### src/sv/bss_pkg.sv
// bss_pkg: constants, register codes and helpers for the bounded substring search
// used by the channel interfaces, the match cells and the top level
package bss_pkg;

	localparam int PATTERN_MAX = 8;
	localparam int INDEX_BITS  = 16;

	// pattern register holds at most eight characters
	localparam int PAT_CHARS = 8;
	localparam int CELLS     = (PATTERN_MAX < PAT_CHARS) ? PATTERN_MAX : PAT_CHARS;
	localparam int LEN_W     = $clog2(CELLS + 1);
	localparam int HIT_W     = (CELLS > 1) ? $clog2(CELLS) : 1;
	localparam int POS_W     = INDEX_BITS + 1;

	localparam int PAT_W     = 8 * PAT_CHARS;
	localparam int PLEN_W    = 4;
	localparam int LIMIT_W   = 16;
	localparam int CFG_IDX_W = 2;

	localparam logic [POS_W-1:0] POS_SAT = {POS_W{1'b1}};

	typedef enum logic [CFG_IDX_W-1:0] {
		CFG_PATTERN_BYTES  = 2'd0,
		CFG_PATTERN_LENGTH = 2'd1,
		CFG_SEARCH_LIMIT   = 2'd2
	} cfg_reg_t;

	// per-byte control broadcast to the cell row
	typedef struct packed {
		logic en;
	} bss_step_t;

	// pattern length in use: saturated, cut short at the first zero character
	function automatic logic [LEN_W-1:0] eff_len(input logic [PAT_W-1:0] pat,
	                                             input logic [PLEN_W-1:0] plen);
		logic [LEN_W-1:0] n;
		logic             stop;
		n    = (int'(plen) > CELLS) ? LEN_W'(CELLS) : LEN_W'(plen);
		stop = 1'b0;
		for (int k = 0; k < CELLS; k++) begin
			if (!stop && (LEN_W'(k) < n) && (pat[8*k +: 8] == 8'h00)) begin
				n    = LEN_W'(k);
				stop = 1'b1;
			end
		end
		return n;
	endfunction

endpackage

### src/sv/bss_cell.sv
// bss_cell: one partial-match cell of the search row
// depends on bss_pkg for the step control struct
module bss_cell import bss_pkg::*; (
	input  logic       clk,
	input  logic       arst_n,
	input  bss_step_t  ctl,
	input  logic       chain_in,
	input  logic [7:0] text_byte,
	input  logic [7:0] pat_char,
	output logic       chain_out,
	output logic       hit
);

	logic match_q;

	// prefix up to this character ends on the current byte
	assign hit       = chain_in && (text_byte == pat_char);
	assign chain_out = match_q;

	always_ff @(posedge clk or negedge arst_n) begin
		if (!arst_n) begin
			match_q <= 1'b0;
		end else if (ctl.en) begin
			match_q <= hit;
		end
	end

endmodule

### config.mk
export PLATFORM = sky130hd
export DESIGN_NAME = bss_cell
export DESIGN_NICKNAME = d
export VERILOG_FILES = /design/src/sv/bss_pkg.sv /design/src/sv/bss_cell.sv
export SDC_FILE = /design/constraint.sdc
export NUM_CORES = 1
export LEC_CHECK = 0
export ABC_AREA = 0
export BUFFER_PORTS_ARGS = -buffer_cell sky130_fd_sc_hd__buf_2
export CORE_AREA = 4 4 41 43
export DETAILED_ROUTE_END_ITERATION = 12
export DIE_AREA = 0 0 45 47
export GPL_ROUTABILITY_DRIVEN = 0
export HOLD_SLACK_MARGIN = 0.03
export PLACE_DENSITY = 0.48
export SYNTH_ARGS = -nofsm -noshare
export SYNTH_HDL_FRONTEND = slang
export SYNTH_SLANG_ARGS = --single-unit
### constraint.sdc
create_clock -name clk -period 0.8 [get_ports clk]
set_input_delay 0.04 -clock clk [delete_from_list [all_inputs] [get_ports clk]]
set_output_delay 0.04 -clock clk [all_outputs]
set_load 0.005 [all_outputs]
==> results of run 1 <==
[stage by stage]
stage | TNS (ns) | cell area (um^2) | worst slack, ns | hold slack (ns)
after global placement | -0.0143 | 265 | -0.0119 | -0.182
final | 0 | 359 | 0.0211 | 0.256
after floorplan | 0 | 141 | 0.169 | -0.256
after CTS | 0 | 298 | 0.00156 | 0.260
after global routing | -0.0420 | 359 | -0.0277 | 0.265
after detailed placement | -0.0180 | 265 | -0.0180 | -0.183
[power groups by stage]
stage                     logic, mW  registers, mW  clock network [mW]
after floorplan              0.0485         0.0518                   0
after CTS                     0.126         0.0518                   0
after detailed placement      0.107         0.0518                   0
after global placement        0.106         0.0518                   0
after global routing          0.171         0.0518                   0
final                         0.159         0.0518                   0
[critical path, cell delays in order]
cell and delay [ns]:
sky130_fd_sc_hd__buf_6 0.10, sky130_fd_sc_hd__xnor2_2 0.13, sky130_fd_sc_hd__nand4_1 0.15, sky130_fd_sc_hd__o32ai_2 0.26
[cells in the mapped netlist (all sizes together)]
cell type	n	area (um^2)
xnor2	8	70.1
nand4	2	12.5
dfrtp	1	25.0
inv	1	3.75
nand2	1	3.75
nand3	1	5.00
nor3	1	5.00
o32ai	1	16.3
[how the worst max path moves through the flow]
stage	endpoint	cells past startpoint	start
floorplan	chain_out	3	pat_char[3]
global placement	chain_out	4	pat_char[3]
detailed placement	chain_out	4	pat_char[3]
CTS	chain_out	4	text_byte[2]
global route	hit	5	text_byte[1]
finish	chain_out	4	text_byte[1]
[timing repair]
action,4_1_cts,5_1_grt
endpoints found under the setup margin,1,2
hold buffers,1,0
pin swaps,4,9
resized for setup,3,9
endpoints found under the hold margin,1,0
[routing by layer]
layer	up-vias	share of wire, %
met1	75	32
met2	13	51
met3	0	17
met4	0	0
li1	101	-
met5	-	0
[cells by family (layout without fill, tap and decap cells)]
| family | count (synthesis) | count (layout) |
|---|---|---|
| xor gates and xnor gates | 8 | 8 |
| and+or+nand+nor | 5 | 5 |
| AOI/OAI and AO/OA | 1 | 1 |
| DFF | 1 | 1 |
| buffers and inverters | 1 | 23 |
[layout make-up]
type	count	area, um^2	area share, %
sequential	1	25.0	6.97
inverter	1	3.75	1.05
tap	15	18.8	5.23
multi-input combinational	14	165	46.0
timing repair buffer	22	146	40.8
==> qor.csv, run 1 <==
stage,metric,value,unit
die,Initial Utilization,10.9,%
power_and_ir_drop,worst voltage drop across the vdd grid,0.219,mV
worst_setup_path,reg2reg path depth,2,
cells_and_area,"most common cell after layout, fill and taps aside",sky130_fd_sc_hd__buf_2,
clock_network,clock latency on the worst-skew pair,0,ns
yosys,cells after synthesis,16,
min_path,hold-critical path endpoint,chain_out,
yosys,compound-cell area share of the yosys netlist,11.5,%
cells_and_area,Fillers,147,
timing,unrepaired setup endpoints after global routing,yes,
worst_setup_path,destination of the worst register-to-register timing path,chain_out,
cells_and_area,area delta synth->final,154,%
grt,peak-usage layer in the global routing report,met2,
worst_setup_path,CP Class,primary input to register,
route,routed wire length per instance,8.60,um
grt,largest net degree at the start of global routing,3,
worst_setup_path,arrival time worst endpoint,0.68,ns
timing,Max Slew Vio Count,0,
yosys,sequential area share after synthesis,17.7,%
grt,GR Util met3,0,%
die,die width,45,um
yosys,multiplexer share of the synthesized area,0,%
timing,number of hold violations in the final report,0,
clock_network,clock-pin transition on the worst setup and hold timing paths,0,ns
run,maximum capacitance violations,0,
die,core area,0.00130,mm^2
power_and_ir_drop,Sw Pwr,0.0552,mW
cells_and_area,post-layout instance count excluding filler cells,53,
yosys,post-synthesis instance area,141,um^2
placement,# port buffers,21,
cells_and_area,final core utilization,27.6,%
power_and_ir_drop,Internal Dissipation,0.156,mW
die,vertical die dimension,47,um
route,total length of routed wires,456,um
cells_and_area,layout cell share with drive strength beyond 1,76.3,%
placement,total placed cells including tap cells,52,
worst_setup_path,Setup crit end kind,register,
worst_setup_path,top fanout value on the critical path,2,
cells_and_area,"commonest cells after routing, fill and taps aside","16 x sky130_fd_sc_hd__buf_2, 7 x sky130_fd_sc_hd__xnor2_2, 5 x sky130_fd_sc_hd__buf_6",
timing,min cycle time layout,0.779,ns
route,Post-DRT Antenna Nets,0,
outcome,result of the run,"finished, final reports clean",
yosys,synthesized-area fraction occupied by and/or/nand/nor cells,18.6,%
cells_and_area,Largest register FFs,1,
route,DRC violation total after the first TritonRoute iteration,3,
yosys,dominant combinational cell family by area after synthesis,XOR/XNOR gates,
cells_and_area,Nets,60,
grt,antenna violations before repair,0,
clock_network,buffers inserted by post-CTS timing repair,0,
worst_setup_path,worst endpoint required time,0.70,ns
power_and_ir_drop,Pwr Total,0.211,mW
power_and_ir_drop,net switching share of the total power,26.1,%
yosys,Avg Inst Size Synth,8.84,um^2
min_path,hold-critical path depth,2,
route,DRC violations left,0,
timing,upper clock frequency limit,1280,MHz
timing,Final setup viols,0,
min_path,class of the tightest hold or removal check,primary input to register,
worst_setup_path,flop2flop setup slack,0.20,ns
die,Boundary Pins,22,
power_and_ir_drop,static leakage,0.178,nW
timing,worst slew margin relative to its limit,87.9,%
grt,wire length of the first global-routing pass,600,um
yosys,number of warnings reported in the yosys synthesis log,0,
die,# rows,13,
grt,met2 capacity usage during global routing,6.78,%
grt,aggregate global routing overflow,0,
timing,fin crit share,97.4,%
timing,clock tree skew after final layout,0,ns
power_and_ir_drop,ratio of total power to cell area,587,mW/mm^2
grt,global routing met1 resource utilization,4.75,%
power_and_ir_drop,clock network fraction of design power,0,%
yosys,net count after synthesis,36,
worst_setup_path,critical path launch point type,primary input,
cells_and_area,antenna diode count,0,
yosys,area share of xor/xnor cells in the synthesized design,49.6,%
route,detail-routed via count per cell,3.57,
grt,total global-route track usage,3.55,%
die,area enclosed by the die boundary,0.00212,mm^2
power_and_ir_drop,sequential share of power,24.5,%
route,total number of vias,189,
yosys,post-synthesis adder-cell area fraction,0,%
yosys,#FFs+latches synth,1,
min_path,startpoint of the lowest-slack hold path,ctl,
route,TritonRoute pass-1 iters,4,
power_and_ir_drop,Logic pwr share,75.5,%
yosys,unique cell type count in the Yosys netlist,8,
grt,number of global-route vias before repair,165,
worst_setup_path,Reg-to-Reg Start,chain_out,
timing,slew of the pin with the lowest slew margin,0.182,ns
(Power assumes the default switching activity.)
==> inputs of run 2 (changes only) <==
==> constraint.sdc (replaced) <==
create_clock -name clk -period 1 [get_ports clk]
set_input_delay 0.05 -clock clk [delete_from_list [all_inputs] [get_ports clk]]
set_output_delay 0.05 -clock clk [all_outputs]
set_load 0.005 [all_outputs]
==> qor.csv, run 2 (same netlist as run 1, synthesis figures left out) <==
stage,metric,value,unit
outcome,result of the run,"finished, final reports clean",
timing,clock tree skew after final layout,0,ns
worst_setup_path,critical path launch point type,primary input,
power_and_ir_drop,worst voltage drop across the vdd grid,0.157,mV
route,TritonRoute pass-1 iters,2,
route,Post-DRT Antenna Nets,0,
worst_setup_path,CP Class,primary input to register,
grt,wire length of the first global-routing pass,607,um
timing,setup total negative slack,0,ns
cells_and_area,"most common cell after layout, fill and taps aside",sky130_fd_sc_hd__buf_2,
cells_and_area,Nets,60,
min_path,class of the tightest hold or removal check,primary input to register,
die,Initial Utilization,10.9,%
timing,unrepaired setup endpoints after global routing,no,
cells_and_area,"commonest cells after routing, fill and taps aside","21 x sky130_fd_sc_hd__buf_2, 8 x sky130_fd_sc_hd__xnor2_1, 2 x sky130_fd_sc_hd__nand4_1",
placement,standard cell area after detailed placement,265,um^2
worst_setup_path,cells along the critical path,"buf_2, xnor2_1, nand4_1, o32ai_2",
worst_setup_path,worst endpoint required time,0.90,ns
die,area enclosed by the die boundary,0.00212,mm^2
die,core area,0.00130,mm^2
timing,worst hold slack across all endpoints,0.266,ns
timing,fin worst setup slack,0.192,ns
grt,number of global-route vias before repair,175,
route,DRC violations left,0,
die,Boundary Pins,22,
route,total length of routed wires,413,um
clock_network,post-CTS resize count,0,
cells_and_area,final core utilization,21.2,%
worst_setup_path,cell family with the largest share of critical-path delay,compound AO/OA/AOI/OAI gates,
die,# rows,13,
cells_and_area,Largest register FFs,1,
timing,fin crit share,80.8,%
worst_setup_path,maximum single-stage delay on the critical path,0.26,ns
grt,largest net degree at the start of global routing,3,
grt,antenna violations before repair,0,
timing,slew of the pin with the lowest slew margin,0.179,ns
timing,Max Slew Vio Count,0,
power_and_ir_drop,static leakage,0.128,nW
die,die width,45,um
route,DRC violation total after the first TritonRoute iteration,4,
worst_setup_path,top fanout value on the critical path,2,
timing,Final setup viols,0,
run,maximum capacitance violations,0,
timing,number of hold violations in the final report,0,
route,total number of vias,182,
clock_network,clock latency on the worst-skew pair,0,ns
worst_setup_path,Setup crit end kind,register,
timing,min cycle time layout,0.808,ns
power_and_ir_drop,ratio of total power to cell area,467,mW/mm^2
cells_and_area,antenna diode count,0,
worst_setup_path,arrival time worst endpoint,0.71,ns
route,routed wire length per instance,7.79,um
worst_setup_path,flop2flop setup slack,0.40,ns
placement,# port buffers,21,
power_and_ir_drop,Pwr Total,0.129,mW
clock_network,clock-pin transition on the worst setup and hold timing paths,0,ns
placement,Placement Setup Slack,0.166,ns
timing,upper clock frequency limit,1240,MHz
die,vertical die dimension,47,um
timing,worst slew margin relative to its limit,88.0,%
worst_setup_path,standard cell with the maximum stage delay on the critical path,sky130_fd_sc_hd__o32ai_2,
grt,total global-route track usage,3.55,%
cells_and_area,area delta synth->final,94.7,%
grt,aggregate global routing overflow,0,
worst_setup_path,CP Buf/Inv Count,1,
cells_and_area,post-route standard cell area excluding fillers,275,um^2
route,detail-routed via count per cell,3.43,
cells_and_area,layout cell share with drive strength beyond 1,57.9,%
placement,total placed cells including tap cells,52,
cells_and_area,post-layout instance count excluding filler cells,53,
cells_and_area,Fillers,155,
run 2: worst register-to-register path, stage by stage, from the launching register on:
cell                      delay [ns]
sky130_fd_sc_hd__dfrtp_1        0.35
sky130_fd_sc_hd__inv_1          0.07
sky130_fd_sc_hd__o32ai_2        0.06
run 2: power by group:
part	switching (mW)	internal (mW)	leakage, nW
clock	0	0	0
sequential	0.0000622	0.0414	0.0140
combinational	0.0336	0.0536	0.114
total	0.0336	0.0950	0.128
run 2: final timing paths:
| path | start | end | depth (start not counted) |
|---|---|---|---|
| worst max-delay path | pat_char[3] | chain_out | 4 |
| min in group asynchronous | arst_n | chain_out | 2 |
| worst min-delay path | ctl | chain_out | 2 |
| max in group asynchronous | arst_n | chain_out | 2 |
| worst max register to register | chain_out | chain_out | 2 |
| worst min register to register | chain_out | chain_out | 2 |
run 2: what timing repair did:
item | in CTS | in global routing
setup buffers | 0 | 0
hold endpoints to repair | 1 | 0
setup endpoints to repair | 0 | 0
hold buffers | 1 | 0
run 2: final cells by class:
class	count	area (um^2)	area share, %
inverter	1	3.75	1.36
multi-input combinational	14	113	40.9
sequential	1	25.0	9.09
tap	15	18.8	6.82
timing repair buffer	22	115	41.8
run 2: layer usage:
layer	share of wire, %	vias up	global-route usage (%)
met5	0	-	0
met4	0	0	0
met3	19	0	0
met2	45	13	7.06
met1	35	67	4.51
li1	-	102	-
